## config.mk

```make
export PLATFORM = sky130hd
export DESIGN_NAME = trss_ctrl
export DESIGN_NICKNAME = d
export VERILOG_FILES = /design/src/sv/trss_pkg.sv /design/src/sv/trss_ctrl.sv
export SDC_FILE = /design/constraint.sdc
export NUM_CORES = 1
export LEC_CHECK = 0
export BUFFER_PORTS_ARGS = -buffer_cell sky130_fd_sc_hd__buf_2
export CAP_MARGIN = 0
export CORE_AREA = 2 2 44 46
export DETAILED_ROUTE_END_ITERATION = 6
export DIE_AREA = 0 0 46 48
export PLACE_DENSITY = 0.7
export SKIP_CTS_REPAIR_TIMING = 1
export SLEW_MARGIN = 25
export SYNTH_ARGS = -nofsm -noshare
export SYNTH_HDL_FRONTEND = slang
export SYNTH_SLANG_ARGS = --single-unit
```

## constraint.sdc

```tcl
create_clock -name clk -period 1.5 [get_ports clk]
set_clock_uncertainty 0.05 [all_clocks]
set_input_delay 0.3 -clock clk [delete_from_list [all_inputs] [get_ports clk]]
set_output_delay 0.3 -clock clk [all_outputs]
set_load 0.02 [all_outputs]
```

## src/sv/trss_pkg.sv

```systemverilog
// shared widths, register codes, config and control structs for the reduce unit
// no dependencies
package trss_pkg;

  localparam int IDX_W      = 12;
  localparam int VAL_W      = 8;
  localparam int SIZE_W     = 13;
  localparam int RANK_W     = 3;
  localparam int NUM_AXES   = 4;
  localparam int AXIS_W     = 2;
  localparam int SUM_W      = 28;
  localparam int APB_ADDR_W = 5;
  localparam int APB_DATA_W = 32;

  localparam logic [SUM_W-1:0] SUM_MAX = '1;

  localparam int DEF_MAX_RANK     = 4;
  localparam int DEF_STORE_DEPTH  = 4096;
  localparam int DEF_ELEMENT_BITS = 8;

  // operation codes of an input transaction
  localparam logic OP_LOAD  = 1'b0;
  localparam logic OP_QUERY = 1'b1;

  // register indexes (byte address / 4)
  typedef enum logic [2:0] {
    REG_RANK        = 3'd0,
    REG_SIZE_0      = 3'd1,
    REG_SIZE_1      = 3'd2,
    REG_SIZE_2      = 3'd3,
    REG_SIZE_3      = 3'd4,
    REG_AXIS_MASK   = 3'd5,
    REG_SIGNED_MODE = 3'd6
  } reg_idx_t;

  localparam logic [RANK_W-1:0]   RST_RANK        = 3'd1;
  localparam logic [SIZE_W-1:0]   RST_SIZE        = 13'd1;
  localparam logic [NUM_AXES-1:0] RST_AXIS_MASK   = 4'hf;
  localparam logic                RST_SIGNED_MODE = 1'b1;

  typedef struct packed {
    logic [RANK_W-1:0]               rank;
    logic [NUM_AXES-1:0][SIZE_W-1:0] size;
    logic [NUM_AXES-1:0]             axis_mask;
    logic                            signed_mode;
  } cfg_t;

  typedef struct packed {
    logic              load;
    logic              query;
    logic              setup_step;
    logic              div_start;
    logic              base_mul;
    logic              base_add;
    logic              walk_init;
    logic              walk_step;
    logic              out_load;
    logic [AXIS_W-1:0] axis;
  } dp_cmd_t;

  typedef struct packed {
    logic [NUM_AXES-1:0] active;
    logic [NUM_AXES-1:0] reduced;
    logic                total_over;
    logic                index_over;
    logic                red_zero;
    logic                walk_last;
    logic                div_done;
    logic                pipe_empty;
    logic                out_busy;
  } dp_stat_t;

endpackage

```

## src/sv/trss_ctrl.sv

```systemverilog
// controller: sequences shape setup, index split, element walk and result hand-off
// depends on trss_pkg
module trss_ctrl import trss_pkg::*; (
  input  logic     clk,
  input  logic     rst,
  input  logic     item_valid,
  input  logic     item_op,
  output logic     item_ready,
  input  dp_stat_t stat,
  output dp_cmd_t  cmd
);

  typedef enum logic [3:0] {
    S_IDLE,
    S_SETUP,
    S_CHECK,
    S_DECOMP,
    S_DIV_WAIT,
    S_BASE_MUL,
    S_BASE_ADD,
    S_WALK_INIT,
    S_WALK,
    S_DRAIN,
    S_FINISH
  } state_t;

  localparam logic [AXIS_W-1:0] AXIS_LAST = AXIS_W'(NUM_AXES - 1);

  state_t            state;
  logic [AXIS_W-1:0] axis;
  logic              accept;
  logic              kept_axis;

  assign item_ready = state == S_IDLE;
  assign accept     = item_valid && item_ready;
  assign kept_axis  = stat.active[axis] && !stat.reduced[axis];

  always_comb begin
    cmd       = '0;
    cmd.axis  = axis;
    cmd.load  = accept && item_op == OP_LOAD;
    cmd.query = accept && item_op == OP_QUERY;
    unique case (state)
      S_SETUP:     cmd.setup_step = stat.active[axis];
      S_DECOMP:    cmd.div_start  = kept_axis;
      S_BASE_MUL:  cmd.base_mul   = 1'b1;
      S_BASE_ADD:  cmd.base_add   = 1'b1;
      S_WALK_INIT: cmd.walk_init  = 1'b1;
      S_WALK:      cmd.walk_step  = 1'b1;
      S_FINISH:    cmd.out_load   = !stat.out_busy;
      default: ;
    endcase
  end

  always_ff @(posedge clk) begin
    if (rst) begin
      state <= S_IDLE;
      axis  <= '0;
    end else begin
      unique case (state)
        S_IDLE: begin
          if (accept && item_op == OP_QUERY) begin
            state <= S_SETUP;
            axis  <= AXIS_LAST;
          end
        end
        S_SETUP: begin
          if (axis == '0) state <= S_CHECK;
          else axis <= axis - AXIS_W'(1);
        end
        S_CHECK: begin
          if (stat.total_over || stat.index_over) begin
            state <= S_FINISH;
          end else begin
            state <= S_DECOMP;
            axis  <= AXIS_LAST;
          end
        end
        S_DECOMP: begin
          if (kept_axis) state <= S_DIV_WAIT;
          else if (axis == '0) state <= S_WALK_INIT;
          else axis <= axis - AXIS_W'(1);
        end
        S_DIV_WAIT: begin
          if (stat.div_done) state <= S_BASE_MUL;
        end
        S_BASE_MUL: state <= S_BASE_ADD;
        S_BASE_ADD: begin
          if (axis == '0) begin
            state <= S_WALK_INIT;
          end else begin
            state <= S_DECOMP;
            axis  <= axis - AXIS_W'(1);
          end
        end
        S_WALK_INIT: state <= stat.red_zero ? S_DRAIN : S_WALK;
        S_WALK: begin
          if (stat.walk_last) state <= S_DRAIN;
        end
        S_DRAIN: begin
          if (stat.pipe_empty) state <= S_FINISH;
        end
        S_FINISH: begin
          if (!stat.out_busy) state <= S_IDLE;
        end
        default: state <= S_IDLE;
      endcase
    end
  end

endmodule

```

==> results of run 1 <==
worst max-delay path, delay by kind of cell (launching register included):
kind,cells,cell delay (ns)
flip-flops,1,0.37
AND/OR/NAND/NOR,3,0.67
buffers and inverters,1,0.16
stage by stage:
step	setup TNS [ns]	setup WS, ns
3_3_place_gp	-1.45	-0.245
4_1_cts	-3.32	-0.449
3_5_place_dp	-1.56	-0.285
2_1_floorplan	-0.565	-0.177
6_report	-2.15	-0.315
5_1_grt	-3.00	-0.372
cells in the mapped netlist, types with 2 or more instances:
cell | number | share of area [%]
nand2b_1 | 2 | 1.9
inv_1 | 6 | 3.5
nor2_1 | 10 | 5.8
mux2i_1 | 2 | 3.1
nand3_1 | 2 | 1.5
nor3_1 | 2 | 1.5
dfxtp_1 | 6 | 18
nor4b_1 | 2 | 2.7
a211oi_1 | 2 | 2.3
nand2_1 | 12 | 6.9
and4b_1 | 2 | 3.1
nor4_1 | 2 | 1.9
nor2b_1 | 3 | 2.9
clkbuf_1 | 3 | 1.7
a21oi_1 | 7 | 5.4
buf_2 | 2 | 1.5
o21ai_0 | 6 | 4.6
and3_1 | 2 | 1.9
nor3b_1 | 2 | 2.3
worst max path at each step:
stage	to	slack, ns	startpoint	cells after the start
finish	cmd[7]	-0.31	axis[0]$_SDFFE_PP0P_	4
global route	axis[1]$_SDFFE_PP0P_	-0.37	axis[0]$_SDFFE_PP0P_	5
detailed placement	axis[1]$_SDFFE_PP0P_	-0.28	stat[13]	6
global placement	axis[1]$_SDFFE_PP0P_	-0.25	stat[13]	6
CTS	cmd[7]	-0.45	axis[1]$_SDFFE_PP0P_	5
floorplan	axis[1]$_SDFFE_PP0P_	-0.18	axis[0]$_SDFFE_PP0P_	5
cell type report:
cell class,instances,area share [%]
Sequential cell,6,11.3
Clock buffer,4,2.08
Timing Repair Buffer,58,33.3
Multi-Input combinational cell,73,49.7
Tap cell,17,1.68
Inverter,6,1.98
sequential cells by signal, indices dropped and copies added, names as in the netlist:
register and count:
axis 2, state 4
where the power goes:
| group | total (W) | internal (W) | switching [W] |
|---|---|---|---|
| sequential | 0.000365 | 0.000247 | 0.000118 |
| clock | 0.000176 | 0.000102 | 0.0000745 |
| combinational | 0.00165 | 0.000849 | 0.000797 |
| total | 0.00219 | 0.00120 | 0.000989 |
layer usage:
layer	up-vias	part of all wire (%)
met5	-	0
met3	13	5.5
li1	445	-
met2	51	48
met4	0	4.7
met1	431	42
cells by family (layout without fill, tap and decap cells):
family,Yosys count,in the layout,synth area share [%]
AND/OR/NAND/NOR,45,45,41.1
buffers and inverters,11,68,6.72
AO/OA/AOI/OAI,24,24,24.8
adder cells (fa/ha/maj),1,1,1.92
flip-flops,6,6,18.4
multiplexers,3,3,7.10
placed cells by master, fill, tap and decap left out, types with 2 or more instances in the layout:
cell	instances
buf_6	10
nor4_1	2
nand2_1	10
inv_2	2
o21ai_0	5
dfxtp_4	6
and4b_1	2
and3_4	2
mux2i_1	2
buf_4	27
nor3b_2	2
inv_1	3
nor2_1	6
clkbuf_4	3
nand3_2	2
buf_2	21
nor2b_4	2
nor2_4	4
a21oi_1	7
==> out/metrics.cfg, run 1 <==
[run_status]
status = finished with violations
violations = negative setup slack

[timing]
rsz0062_at_grt = true
max_freq_ghz = 0.551
max-slew-margin-rel_pct = 77.6
period_minus_slack_ns = 1.81
tightest_slew_ns = 0.334
finalWorstSetupSlack_ns = -0.315
slew_violations = 0
finalHoldViolations = 0
period_share_pct = 121
final-setup-viol-count = 13
hold_ws_ns = 0.265

[min_path]
hold_start = rst
worst_hold_path.endpoint = axis[1]$_SDFFE_PP0P_
hold_class = in -> reg
hold_depth = 2

[clock_tree]
cts.sinks = 6
cts.path.max_buffers = 2
clkSlewWorstSetupHoldPaths_ns = 0.06
cts_buffers = 3
cts_tree = built
cts_max_level = 1
clock_latency_ns = 0.26
cts-root-buf = clkbuf_4

[worst_setup_path]
slowest_delay_ns = 0.39
path_cells = and4b_1 -> nor4_4 -> nor2_1 -> buf_4
cp_max_fo = 6
endpoint_kind = output pin
ff2ff_setup_slack_ns = -0.28
reg2reg_to = axis[1]$_SDFFE_PP0P_
critPathSlowestCell = nor4_4
required_ns = 1.15
worstPathArrival_ns = 1.46
critPathKind = reg -> out
reg2reg_depth = 5
cp-start-kind = register
r2r-start = axis[0]$_SDFFE_PP0P_

[global_route]
grt_use_total_pct = 20.2
grt_pass1_vias = 791
use_met1_pct = 22.9
use_met3_pct = 1.13
busiest_layer = met2
grt_use_met2_pct = 36.1
grt_first_pass_wirelength_um = 3170
grt_max_degree = 10
antenna_found_initial = 0
overflow = 0

[detailed_routing]
first_iter_violations = 28
drt-total-wl_um = 2640
vias = 940
drt_first_pass_iters = 5
drcViolationCount = 0
final_antenna_net_count = 0
via_per_inst = 5.73
avgRoutedWirePerCell_um = 16.1

[place]
portBuffers = 30
placed_cells = 155
placed_area_um2 = 992
gp_congestion = 0.851
dp_hpwl_um = 1590

[die]
coreArea_mm2 = 0.00169
die_w_um = 46
start_util_pct = 38.6
die-area_mm2 = 0.00221
pin_count = 31
rows = 15
die_y_um = 48

[layout]
fin_area_mm2 = 0.00126
antenna-diode-count = 0
area_growth_pct = 93.7
fillers = 105
drive_above_1_share_pct = 65.3
seq_area_um2 = 143
final_util_pct = 74.7
fin_cells = 164
multi_input_area_um2 = 627
num-nets-final = 168

[logic_synthesis]
ys.warnings.count = 0
synth_fp_nets = 110
synthCells = 90
yosysSeqAreaShare_pct = 18.4
ys.flop_type = dfxtp_1
synth_edf_count = 0
ys_ff_latch = 6
synth_area_per_cell_um2 = 7.24
synth_area_um2 = 652
async_flop_share_pct = 0
ys_types = 34

[pwr]
leakagePower_nw = 0.575
p_total_w = 0.00219
vdd_drop_max_uv = 1260
pwr_density_cell_mw_per_mm2 = 1730

[run]
drv_cap = 0

(Power assumes the default switching activity.)
==> inputs of run 2 (changes only) <==
--- a/constraint.sdc
+++ b/constraint.sdc
@@ -3,3 +3,3 @@
 set_input_delay 0.3 -clock clk [delete_from_list [all_inputs] [get_ports clk]]
 set_output_delay 0.3 -clock clk [all_outputs]
-set_load 0.02 [all_outputs]
+set_load 0.1 [all_outputs]
==> out/metrics.cfg, run 2 (synthesis results as in run 1) <==
[pwr]
pwr_density_cell_mw_per_mm2 = 2010
leakagePower_nw = 0.636
vdd_drop_max_uv = 1510

[worst_setup_path]
required_ns = 1.15
critPathKind = reg -> out
ff2ff_setup_slack_ns = -0.31
cp_max_fo = 7
crit_start = axis[1]$_SDFFE_PP0P_
cp-start-kind = register
reg2reg_to = state[0]$_SDFFE_PP0P_
reg2reg_depth = 6
endpoint_kind = output pin
r2r-start = axis[1]$_SDFFE_PP0P_
worstPathArrival_ns = 1.61
crit_path_end = cmd[7]

[global_route]
grt_first_pass_wirelength_um = 3410
grt_max_degree = 9
antenna_found_initial = 0
grt_pass1_vias = 855
grt_use_total_pct = 21.6
overflow = 0

[timing]
final-setup-viol-count = 16
period_minus_slack_ns = 1.96
finalWorstSetupSlack_ns = -0.461
tightest_slew_ns = 0.503
fin_setup_tns_ns = -3.48
hold_ws_ns = 0.272
period_share_pct = 131
max-slew-margin-rel_pct = 66.7
rsz0062_at_grt = true
finalHoldViolations = 0
slew_violations = 0
max_freq_ghz = 0.510

[detailed_routing]
via_per_inst = 5.93
drt-total-wl_um = 3010
drcViolationCount = 0
avgRoutedWirePerCell_um = 17.8
final_antenna_net_count = 0
vias = 1003
drt_first_pass_iters = 4
first_iter_violations = 28

[layout]
antenna-diode-count = 0
num-nets-final = 173
fin_area_mm2 = 0.00147
layout_common_cells = buf_4 (26), buf_2 (20), buf_12 (10)
top_register = state
reg_top3 = state: 4 flops, axis: 2 flops
largest_reg_flops = 4
fillers = 84
final_common_cell = buf_4
final_util_pct = 87.0
drive_above_1_share_pct = 69.1
area_growth_pct = 125

[run]
drv_cap = 0

[place]
gp_congestion = 0.879
portBuffers = 30
pre_cts_ws_ns = -0.276
dp_hpwl_um = 1680
placed_area_mm2 = 0.00126

[die]
pin_count = 31
coreArea_mm2 = 0.00169
die_y_um = 48
die_w_um = 46
start_util_pct = 38.6
die-area_mm2 = 0.00221
rows = 15

[min_path]
hold_class = in -> reg

[clock_tree]
cts_tree = built
clkSlewWorstSetupHoldPaths_ns = 0.05
cts_buffers = 3
clock_latency_ns = 0.25
cts.sinks = 6
cts_max_level = 1
cts-root-buf = clkbuf_4
cts.path.max_buffers = 2

[run_status]
violations = negative setup slack
status = finished with violations

==> run 2: cell types whose count changed in the layout (fill, tap and decap cells not counted), sizes merged <==
cell	before	now
buf	58	63
inv	6	4
clkinv	0	1
clkinvlp	0	1
==> run 2: worst min-delay path by stage <==
| stage | slack [ns] | endpoint | cells past startpoint | from |
|---|---|---|---|---|
| finish | 0.27 | axis[1]$_SDFFE_PP0P_ | 2 | rst |
| global route | 0.28 | axis[0]$_SDFFE_PP0P_ | 2 | rst |
| CTS | 0.26 | axis[0]$_SDFFE_PP0P_ | 2 | rst |
| detailed placement | 0.52 | axis[0]$_SDFFE_PP0P_ | 2 | rst |
| global placement | 0.52 | axis[0]$_SDFFE_PP0P_ | 2 | rst |
| floorplan | 0.31 | axis[0]$_SDFFE_PP0P_ | 1 | rst |
==> run 2: metrics by stage <==
| stage | total power, W | cells |
|---|---|---|
| after floorplan | 0.00164 | 90 |
| after global placement | 0.00231 | 158 |
| after detailed placement | 0.00233 | 158 |
| after CTS | 0.00251 | 162 |
| after global routing | 0.00307 | 169 |
| final | 0.00295 | 169 |
==> run 2: per-layer routing <==
layer	vias to the layer above	track usage, %	wire [um]
li1	458	-	-
met1	457	25.2	1050
met2	61	38.3	1570
met3	27	1.51	167
met4	0	13.7	223
met5	-	0	0
==> run 2: cell type report <==
| type | count | area, um^2 | share of cell area (%) |
|---|---|---|---|
| timing repair buffer | 63 | 578 | 39.4 |
| sequential | 6 | 140 | 9.54 |
| clock buffer | 4 | 26.3 | 1.79 |
| multi-input combinational | 73 | 659 | 44.9 |
| tap | 17 | 21.3 | 1.45 |
| inverter | 6 | 43.8 | 2.98 |
==> run 2: critical path: stages, from the launching register on <==
cell	delay, ns
dfxtp_4	0.38
and4bb_2	0.25
nor4_4	0.31
buf_4	0.20
nor2_4	0.05
buf_12	0.16
==> run 2: power by group <==
part	total, W	internal (W)	switching (W)
logic	0.00242	0.00102	0.00141
registers	0.000351	0.000243	0.000108
clock network	0.000176	0.000102	0.0000739
