===== src/sv/trss_pkg.sv =====
// shared widths, register codes, config and control structs for the reduce unit
// no dependencies
package trss_pkg;

  localparam int IDX_W      = 12;
  localparam int VAL_W      = 8;
  localparam int SIZE_W     = 13;
  localparam int RANK_W     = 3;
  localparam int NUM_AXES   = 4;
  localparam int AXIS_W     = 2;
  localparam int SUM_W      = 28;
  localparam int APB_ADDR_W = 5;
  localparam int APB_DATA_W = 32;

  localparam logic [SUM_W-1:0] SUM_MAX = '1;

  localparam int DEF_MAX_RANK     = 4;
  localparam int DEF_STORE_DEPTH  = 4096;
  localparam int DEF_ELEMENT_BITS = 8;

  // operation codes of an input transaction
  localparam logic OP_LOAD  = 1'b0;
  localparam logic OP_QUERY = 1'b1;

  // register indexes (byte address / 4)
  typedef enum logic [2:0] {
    REG_RANK        = 3'd0,
    REG_SIZE_0      = 3'd1,
    REG_SIZE_1      = 3'd2,
    REG_SIZE_2      = 3'd3,
    REG_SIZE_3      = 3'd4,
    REG_AXIS_MASK   = 3'd5,
    REG_SIGNED_MODE = 3'd6
  } reg_idx_t;

  localparam logic [RANK_W-1:0]   RST_RANK        = 3'd1;
  localparam logic [SIZE_W-1:0]   RST_SIZE        = 13'd1;
  localparam logic [NUM_AXES-1:0] RST_AXIS_MASK   = 4'hf;
  localparam logic                RST_SIGNED_MODE = 1'b1;

  typedef struct packed {
    logic [RANK_W-1:0]               rank;
    logic [NUM_AXES-1:0][SIZE_W-1:0] size;
    logic [NUM_AXES-1:0]             axis_mask;
    logic                            signed_mode;
  } cfg_t;

  typedef struct packed {
    logic              load;
    logic              query;
    logic              setup_step;
    logic              div_start;
    logic              base_mul;
    logic              base_add;
    logic              walk_init;
    logic              walk_step;
    logic              out_load;
    logic [AXIS_W-1:0] axis;
  } dp_cmd_t;

  typedef struct packed {
    logic [NUM_AXES-1:0] active;
    logic [NUM_AXES-1:0] reduced;
    logic                total_over;
    logic                index_over;
    logic                red_zero;
    logic                walk_last;
    logic                div_done;
    logic                pipe_empty;
    logic                out_busy;
  } dp_stat_t;

endpackage


===== src/sv/trss_cfg.sv =====
// apb register file: rank, axis sizes, axis mask, signed mode
// depends on trss_pkg
module trss_cfg import trss_pkg::*; (
  input  logic                  clk,
  input  logic                  rst,
  input  logic                  psel,
  input  logic                  penable,
  input  logic                  pwrite,
  input  logic [APB_ADDR_W-1:0] paddr,
  input  logic [APB_DATA_W-1:0] pwdata,
  output logic [APB_DATA_W-1:0] prdata,
  output logic                  pready,
  output cfg_t                  cfg
);

  logic     wr;
  reg_idx_t sel;

  assign wr     = psel && penable && pwrite;
  assign sel    = reg_idx_t'(paddr[APB_ADDR_W-1:2]);
  assign pready = 1'b1;

  always_ff @(posedge clk) begin
    if (rst) begin
      cfg.rank        <= RST_RANK;
      cfg.size        <= {NUM_AXES{RST_SIZE}};
      cfg.axis_mask   <= RST_AXIS_MASK;
      cfg.signed_mode <= RST_SIGNED_MODE;
    end else if (wr) begin
      unique case (sel)
        REG_RANK:        cfg.rank        <= pwdata[RANK_W-1:0];
        REG_SIZE_0:      cfg.size[0]     <= pwdata[SIZE_W-1:0];
        REG_SIZE_1:      cfg.size[1]     <= pwdata[SIZE_W-1:0];
        REG_SIZE_2:      cfg.size[2]     <= pwdata[SIZE_W-1:0];
        REG_SIZE_3:      cfg.size[3]     <= pwdata[SIZE_W-1:0];
        REG_AXIS_MASK:   cfg.axis_mask   <= pwdata[NUM_AXES-1:0];
        REG_SIGNED_MODE: cfg.signed_mode <= pwdata[0];
        default: ;
      endcase
    end
  end

  always_comb begin
    unique case (sel)
      REG_RANK:        prdata = APB_DATA_W'(cfg.rank);
      REG_SIZE_0:      prdata = APB_DATA_W'(cfg.size[0]);
      REG_SIZE_1:      prdata = APB_DATA_W'(cfg.size[1]);
      REG_SIZE_2:      prdata = APB_DATA_W'(cfg.size[2]);
      REG_SIZE_3:      prdata = APB_DATA_W'(cfg.size[3]);
      REG_AXIS_MASK:   prdata = APB_DATA_W'(cfg.axis_mask);
      REG_SIGNED_MODE: prdata = APB_DATA_W'(cfg.signed_mode);
      default:         prdata = '0;
    endcase
  end

endmodule


===== config.mk =====
export PLATFORM = sky130hd
export DESIGN_NAME = trss_cfg
export DESIGN_NICKNAME = d
export VERILOG_FILES = /design/src/sv/trss_pkg.sv /design/src/sv/trss_cfg.sv
export SDC_FILE = /design/constraint.sdc
export NUM_CORES = 1
export LEC_CHECK = 0
export BUFFER_PORTS_ARGS = -buffer_cell sky130_fd_sc_hd__buf_2
export CAP_MARGIN = 20
export CORE_MARGIN = 2
export CORE_UTILIZATION = 45
export CTS_CLUSTER_SIZE = 28
export DETAILED_ROUTE_END_ITERATION = 10
export MAX_ROUTING_LAYER = met4
export PLACE_DENSITY_LB_ADDON = 0.15
export SLEW_MARGIN = 20
export SYNTH_ARGS = -nofsm -noshare
export SYNTH_HDL_FRONTEND = slang
export SYNTH_SLANG_ARGS = --single-unit

===== constraint.sdc =====
create_clock -name clk -period 1.3 [get_ports clk]
set_input_delay 0.065 -clock clk [delete_from_list [all_inputs] [get_ports clk]]
set_output_delay 0.065 -clock clk [all_outputs]
set_load 0.01 [all_outputs]

==> reports/qor.yml, run 1 <==
outcome:
  status: "finished with violations"
  failed_checks: "setup timing"
power_and_ir_drop:
  p_leak_nw: 2.090
  comb_power_share: 0.093
  powerDensity_nw_per_um2: 1037
  p_sw_frac: 0.2189
  pwr-share-seq: 0.427
  internal_power_mw: 3.407
  power_frac_clock: 0.480
  switchingPower_mw: 0.9546
  peakVddDrop_uv: 657.4
setup_path:
  path_max_fanout: 2
  crit-reg2reg-launch: "cfg[34]$_SDFFE_PP0P_"
  cp.required_ps: 1240
  crit_type: "flip-flop to output port"
  cp.arrival_ps: 1500
  start_kind: "flip-flop"
  r2r_cells: 4
  r2r-end: "cfg[34]$_SDFFE_PP0P_"
  end_kind: "output port"
  ff2ff_setup_slack_ps: 430
min_path:
  holdPathEnd: "cfg[3]$_SDFFE_PP1P_"
  hp-class: "primary input to flip-flop"
  worstHoldStart: "pwdata[2]"
  whs_path_depth: 3
clocking:
  cts_root_buffer: "clkbuf_8"
  htreeDepth: 3
  clock_latency_ps: 320
  cts_tree: "built"
  clk_pin_slew_ps: 70
  cts_buffers: 9
  cts_sinks: 60
  clock_path_buffers: 2
  hold_buffers: 0
detailed_routing:
  vias: 2671
  wirelength_mm: 8.209
  wl_met2_mm: 4.127
  drc: 0
  first_iter_violations: 115
  drt_first_pass_iters: 4
  ant_nets: 0
  wl_met1_mm: 3.745
  highest_layer: "met4"
  post_drt_wl_per_cell_um: 15.34
  routed_via_density: 4.993
  route.met3.wl_um: 291
synthesis:
  synth_compound_area_frac: 0.1013
  synth_edf_count: 0
  synthSimpleGateAreaFrac: 0.1903
  synth_flop_cell: "dfxtp_1"
  synth_cells: 324
  synth_area_um2: 3050
  synth_adder_area_share: 0
  async_flop_share: 0
  avgSynthCellArea_um2: 9.415
  seq_area_frac_synth: 0.3938
  netlist-cell-type-count: 27
  yosysWarnings: 0
  synth_top_family_by_area: "multiplexers"
  synth_xor_area_frac: 0
  synth.area.mux_share: 0.2268
  synth-seq-cells: 60
placed_design:
  dpl.cell_count: 503
  place_area_um2: 3701
  gp_congestion: 0.8298
  dp_hpwl_mm: 5.757
  pre_cts_ws_ps: -13.89
  io_buffer_count: 93
global_routing:
  overflow: 0
  grt_start_max_net_pins: 28
  grt_pass1_wl_mm: 13.00
  grt_usage: 0.2312
  antenna_found_initial: 0
  grt_pass1_vias: 2626
finish:
  largest_register_ffs: 60
  layout_common_cells: "buf_2, nand2b_1, mux2i_1"
  drive_gt1_frac: 0.4703
  reg_top3: "cfg x60"
  area_delta_synth_final_pct: 37.82
  stdcell_count: 535
  antennaDiodeCount: 0
  nets: 492
  largest_register: "cfg"
  final_area_um2: 4204
  final_common_cell: "buf_2"
  fillers: 592
floorplanning:
  die_y_um: 86.34
  core_area_um2: 6681
  ios: 135
  die-area_um2: 7454
  row_count: 30
  die_width_um: 86.34
  initial_core_util: 0.4566
sta:
  finalSetupViolations: 5
  finalCritPeriodShare: 1.205
  finalCriticalPeriod_ps: 1567
  worst_slack_ps: -267.1
  fmax_ghz: 0.6381
  hold_violations: 0
  fin_skew_ps: 0
  rsz0062_at_grt: "yes"
  holdWs_ps: 14.58
  drv_slew: 0
  tns_ps: -548.7
run:
  maxCapViolCount: 0
[how the worst max path moves through the flow]
stage                             start                   end  cells after the start
floorplan           cfg[0]$_SDFFE_PP1P_             prdata[0]                      2
global route        cfg[0]$_SDFFE_PP1P_             prdata[0]                      3
finish              cfg[0]$_SDFFE_PP1P_             prdata[0]                      3
global placement               paddr[2]  cfg[23]$_SDFFE_PP0P_                      5
detailed placement             paddr[2]  cfg[19]$_SDFFE_PP0P_                      5
CTS                 cfg[0]$_SDFFE_PP1P_             prdata[0]                      3
[routing by layer]
layer  global-route usage  vias to the layer above
met2               0.3860                       77
met4              0.06534                        0
met3              0.04000                        7
met1               0.2884                     1270
met5                    -                        -
li1                     -                     1317
[power groups by stage]
stage | clock network (mW) | registers (mW) | logic (mW)
after global routing | 2.21 | 1.86 | 0.441
after CTS | 2.13 | 1.86 | 0.400
after global placement | 0 | 1.90 | 0.376
after floorplan | 0 | 1.91 | 0.248
final | 2.09 | 1.86 | 0.405
after detailed placement | 0 | 1.90 | 0.377
[synthesized netlist by cell type (2+ instances only)]
master    instances  area (µm²)
clkbuf_1         15       56.30
nor2b_1          15       93.84
nor3b_2           2       25.02
nand2_1          11       41.29
nand2b_1         52       325.3
buf_2             7       35.03
dfxtp_1          60        1201
mux2_2           15       168.9
nor2_1           16       60.06
mux2i_1          50       500.5
conb_1            2       7.510
buf_4            21       157.7
a22oi_1          12       90.09
o21ai_0          33       165.2
[metrics by stage]
stage          power, mW  utilization
2_1_floorplan      2.156            -
3_3_place_gp       2.278       0.5539
3_5_place_dp       2.281       0.5539
4_1_cts            4.387       0.6213
5_1_grt            4.513       0.6292
6_report           4.361       0.6292
[timing repair]
item,CTS,global route
buffers inserted,14,2
resized for setup,47,10
pin swaps,6,2
endpoints found under the setup margin,13,13
[logic make-up (layout without fill, tap and decap cells)]
family,after synthesis,count (layout)
buf+inv,44,157
compound gates,52,52
other cells,2,20
flops,60,60
mux,66,66
simple gates,100,100
[final cells by class]
cell class                      instances  area, µm²  area share
Clock buffer                           12      155.1     0.03690
Clock inverter                          4      95.09     0.02262
Multi-Input combinational cell        238       1752      0.4167
Sequential cell                        60       1232      0.2932
Tap cell                               80      100.1     0.02381
Timing Repair Buffer                  141      869.6      0.2068
[critical path, cell delays in order (launching register included)]
cell and delay, ps:
dfxtp_1 320, mux4_2 460, mux2_2 280, buf_6 120
Note: power is estimated with default switching activity, not from simulation.
==> run 2: changes to the inputs <==
- clock period: 1.3 -> 2 ns (I/O delays scaled with it)
==> reports/qor.yml, run 2 (same netlist as run 1, synthesis figures left out) <==
clocking:
  cts_root_buffer: "clkbuf_8"
  cts_buffers: 9
  cts_sinks: 60
  htreeDepth: 3
  clock_path_buffers: 2
  hold_buffers: 0
  clk_pin_slew_ps: 60
  cts_tree: "built"
  clock_latency_ps: 340
  ctsResizeCount: 0
  cts_setup_buffers: 0
detailed_routing:
  wirelength_mm: 7.769
  drt_first_pass_iters: 4
  ant_nets: 0
  drc: 0
  post_drt_wl_per_cell_um: 15.41
  vias: 2585
  routed_via_density: 5.129
  first_iter_violations: 114
floorplanning:
  core_area_um2: 6681
  initial_core_util: 0.4566
  row_count: 30
  die_y_um: 86.34
  die_width_um: 86.34
  die-area_um2: 7454
  ios: 135
min_path:
  hp-class: "primary input to flip-flop"
  whs_path_depth: 3
  worstHoldStart: "pwdata[2]"
  holdPathEnd: "cfg[3]$_SDFFE_PP1P_"
setup_path:
  cp_top_family: "multiplexers"
  start_kind: "flip-flop"
  cp.required_ps: 1900
  path_max_fanout: 3
  ff2ff_setup_slack_ps: 1240
  cp_num_buf_inv: 1
  crit-reg2reg-launch: "cfg[38]$_SDFFE_PP0P_"
  cp.arrival_ps: 1540
  crit_cells: 3
  r2r-end: "cfg[38]$_SDFFE_PP0P_"
  crit_type: "flip-flop to output port"
  crit_slowest_cell: "mux4_2"
  r2r_cells: 3
  end_kind: "output port"
  cpPeakStageDelay_ps: 470
  crit_chain: "mux4_2 -> mux2_2 -> buf_2"
sta:
  rsz0062_at_grt: "no"
  tns_ps: 0
  worst_pin_slew_ps: 801.0
  fmax_ghz: 0.6088
  fin_skew_ps: 0
  finalCritPeriodShare: 0.8213
  finalSetupViolations: 0
  hold_violations: 0
  finalCriticalPeriod_ps: 1643
  drv_slew: 0
  slew_headroom: 0.4660
finish:
  largest_register: "cfg"
  fillers: 615
  multi_input_area_um2: 1657
  area_delta_synth_final_pct: 24.61
  nets: 461
  reg_top3: "cfg x60"
  layout_common_cells: "buf_2, dfxtp_1, nand2b_1"
  utilization: 0.5689
  drive_gt1_frac: 0.3420
  largest_register_ffs: 60
  antennaDiodeCount: 0
  final_common_cell: "buf_2"
  register_area_um2: 1201
placed_design:
  gp_congestion: 0.7854
  io_buffer_count: 93
  dp_hpwl_mm: 5.464
power_and_ir_drop:
  p_total_mw: 2.798
  switchingPower_mw: 0.6120
  peakVddDrop_uv: 399.9
  pwr-share-seq: 0.433
  internal_power_mw: 2.186
  p_leak_nw: 1.877
  powerDensity_nw_per_um2: 736.0
  power_frac_clock: 0.488
  p_sw_frac: 0.2187
  comb_power_share: 0.079
outcome:
  status: "completed"
global_routing:
  grt_usage: 0.2226
  overflow: 0
  grt_pass1_vias: 2393
  grt_pass1_wl_mm: 12.37
  antenna_found_initial: 0
  grt_start_max_net_pins: 40
run:
  maxCapViolCount: 0
==> run 2: changes by cell type in the layout (fill, tap and decap cells not counted), moves of 10 or more <==
cell	previous run	this run
dfxtp_2	25	0
a22oi_2	11	0
dfxtp_1	35	60
buf_4	45	17
a22oi_1	1	12
o21ai_0	23	33
==> run 2: layout make-up <==
class	count	share of cell area
Sequential cell	60	0.3160
Clock buffer	12	0.04082
Clock inverter	4	0.02502
Multi-Input combinational cell	238	0.4358
Timing Repair Buffer	110	0.1560
Tap cell	80	0.02633
==> run 2: worst max-delay path by stage <==
stage / startpoint / slack, ps / end
2_1_floorplan: cfg[0]$_SDFFE_PP1P_ / 830 / prdata[0]
3_5_place_dp: paddr[2] / 420 / cfg[16]$_SDFFE_PP0P_
3_3_place_gp: paddr[2] / 420 / cfg[15]$_SDFFE_PP0P_
4_1_cts: cfg[18]$_SDFFE_PP1P_ / 350 / prdata[0]
6_report: cfg[0]$_SDFFE_PP1P_ / 360 / prdata[0]
5_1_grt: cfg[18]$_SDFFE_PP1P_ / 310 / prdata[0]
==> run 2: power groups by stage <==
stage          registers [mW]  logic (mW)  clock network, mW
2_1_floorplan            1.24       0.161                  0
3_3_place_gp             1.24       0.220                  0
3_5_place_dp             1.24       0.222                  0
4_1_cts                  1.21       0.223               1.38
5_1_grt                  1.21       0.244               1.44
6_report                 1.21       0.222               1.37
==> run 2: worst min-delay path, delay by kind of cell <==
family	cells	cell delay (ps)
AND/OR/NAND/NOR	1	40
multiplexers	1	110
buffers and inverters	1	90
==> run 2: metal layers <==
layer	share of wire	vias up	wire length, µm	global-route usage
met5	0	-	0	-
met4	0.011	0	87	0.06818
met3	0.049	8	382	0.05429
met2	0.47	81	3653	0.3455
met1	0.47	1240	3647	0.2879
li1	-	1256	-	-
==> run 2: metrics by stage <==
stage	area, µm²	hold WS [ps]	cells	setup slack, ps
6_report	3801	33.66	504	357.3
5_1_grt	3801	35.47	504	312.7
4_1_cts	3801	27.52	504	345.6
3_5_place_dp	3551	381.8	488	417.1
3_3_place_gp	3551	372.1	488	420.4
2_1_floorplan	3118	267.2	342	827.4
==> run 3: changes to the inputs <==
- clock period: 2 -> 1.6 ns (I/O delays scaled with it)
==> reports/qor.yml, run 3 (same netlist as run 1, synthesis figures left out) <==
outcome:
  status: "finished with violations"
  failed_checks: "setup timing"
sta:
  tns_ps: -10.75
  finalCritPeriodShare: 1.007
  finalCriticalPeriod_ps: 1611
  finalSetupViolations: 1
  rsz0062_at_grt: "yes"
  holdWs_ps: 1.319
  fin_skew_ps: 0
  hold_violations: 0
  drv_slew: 0
  fmax_ghz: 0.6208
  worst_slack_ps: -10.75
setup_path:
  crit_slowest_cell: "mux4_2"
  cp.arrival_ps: 1530
  cp_num_buf_inv: 1
  crit_type: "flip-flop to output port"
  cp.required_ps: 1520
  cpPeakStageDelay_ps: 450
  path_max_fanout: 2
  end_kind: "output port"
  start_kind: "flip-flop"
  cp_top_family: "multiplexers"
  crit_chain: "mux4_2 -> mux2_2 -> buf_6"
global_routing:
  grt_util_met3: 0.06286
  use_met1: 0.2944
  grt_start_max_net_pins: 37
  antenna_found_initial: 0
  grtUsageMet2: 0.3336
  top_usage_layer: "met2"
  grt_pass1_wl_mm: 12.30
  overflow: 0
  grt_pass1_vias: 2354
  grt_usage: 0.2211
finish:
  nets: 468
  layout_common_cells: "buf_2, dfxtp_1, nand2b_1"
  reg_top3: "cfg x60"
  largest_register: "cfg"
  area_delta_synth_final_pct: 26.58
  antennaDiodeCount: 0
  multi_input_area_um2: 1662
  utilization: 0.5779
  largest_register_ffs: 60
  drive_gt1_frac: 0.3573
  fillers: 654
  final_common_cell: "buf_2"
  register_area_um2: 1204
clocking:
  clk_pin_slew_ps: 70
  clock_latency_ps: 340
  cts_buffers: 9
  clock_path_buffers: 2
  hold_buffers: 0
  cts_tree: "built"
  cts_root_buffer: "clkbuf_8"
  cts_sinks: 60
  htreeDepth: 3
floorplanning:
  ios: 135
  die-area_um2: 7454
  core_area_um2: 6681
  die_y_um: 86.34
  initial_core_util: 0.4566
  die_width_um: 86.34
  row_count: 30
detailed_routing:
  post_drt_wl_per_cell_um: 15.24
  drt_first_pass_iters: 4
  first_iter_violations: 148
  ant_nets: 0
  drc: 0
  vias: 2586
  wirelength_mm: 7.788
  routed_via_density: 5.061
placed_design:
  gp_congestion: 0.7739
  io_buffer_count: 93
  dp_hpwl_mm: 5.476
run:
  maxCapViolCount: 0
min_path:
  hp-class: "primary input to flip-flop"
power_and_ir_drop:
  powerDensity_nw_per_um2: 888.0
  p_leak_nw: 1.906
  peakVddDrop_uv: 976.9
-- run 3: path summary, 6_finish.rpt --
path                        startpoint                    to  slack (ps)  cells past startpoint
hold / removal               pwdata[1]   cfg[2]$_SDFFE_PP1P_           1                      3
hold reg to reg   cfg[10]$_SDFFE_PP0P_  cfg[10]$_SDFFE_PP0P_         490                      2
setup / recovery  cfg[18]$_SDFFE_PP1P_             prdata[0]         -10                      3
setup reg to reg   cfg[0]$_SDFFE_PP1P_   cfg[0]$_SDFFE_PP1P_         760                      3
-- run 3: worst min-delay path: cells and delay by family --
kind | cells | cell delay [ps]
multiplexers | 1 | 110
AND/OR/NAND/NOR | 1 | 40
buffers and inverters | 1 | 90
-- run 3: area by class of cell --
type | count | area share
Timing Repair Buffer | 117 | 0.1721
Clock buffer | 11 | 0.03402
Multi-Input combinational cell | 238 | 0.4303
Sequential cell | 60 | 0.3117
Tap cell | 80 | 0.02592
Clock inverter | 5 | 0.02592
-- run 3: repair_timing --
action,in CTS,in global routing
endpoints found under the setup margin,1,2
setup buffers,2,0
resized for setup,3,2
-- run 3: layer usage --
metal / part of all wire / vias to the layer above / wire (µm)
met5: 0 / - / 0
met4: 0.014 / 0 / 106
met3: 0.050 / 9 / 387
met2: 0.47 / 84 / 3631
met1: 0.47 / 1223 / 3663
li1: - / 1270 / -
-- run 3: metrics by stage --
stage	cell area [µm²]	instances	setup WS [ps]	total power [mW]
final	3861	511	-10.75	3.429
after global routing	3861	511	-48.89	3.557
after CTS	3856	511	-12.61	3.454
after detailed placement	3601	493	217.6	1.834
after global placement	3601	493	218.6	1.831
after floorplan	3118	342	447.4	1.751
-- run 3: power breakdown --
part / switching [mW] / internal [mW] / total [mW]
Combinational: 0.172 / 0.121 / 0.293
Sequential: 0.00830 / 1.50 / 1.51
Clock: 0.593 / 1.03 / 1.62
Total: 0.773 / 2.66 / 3.43
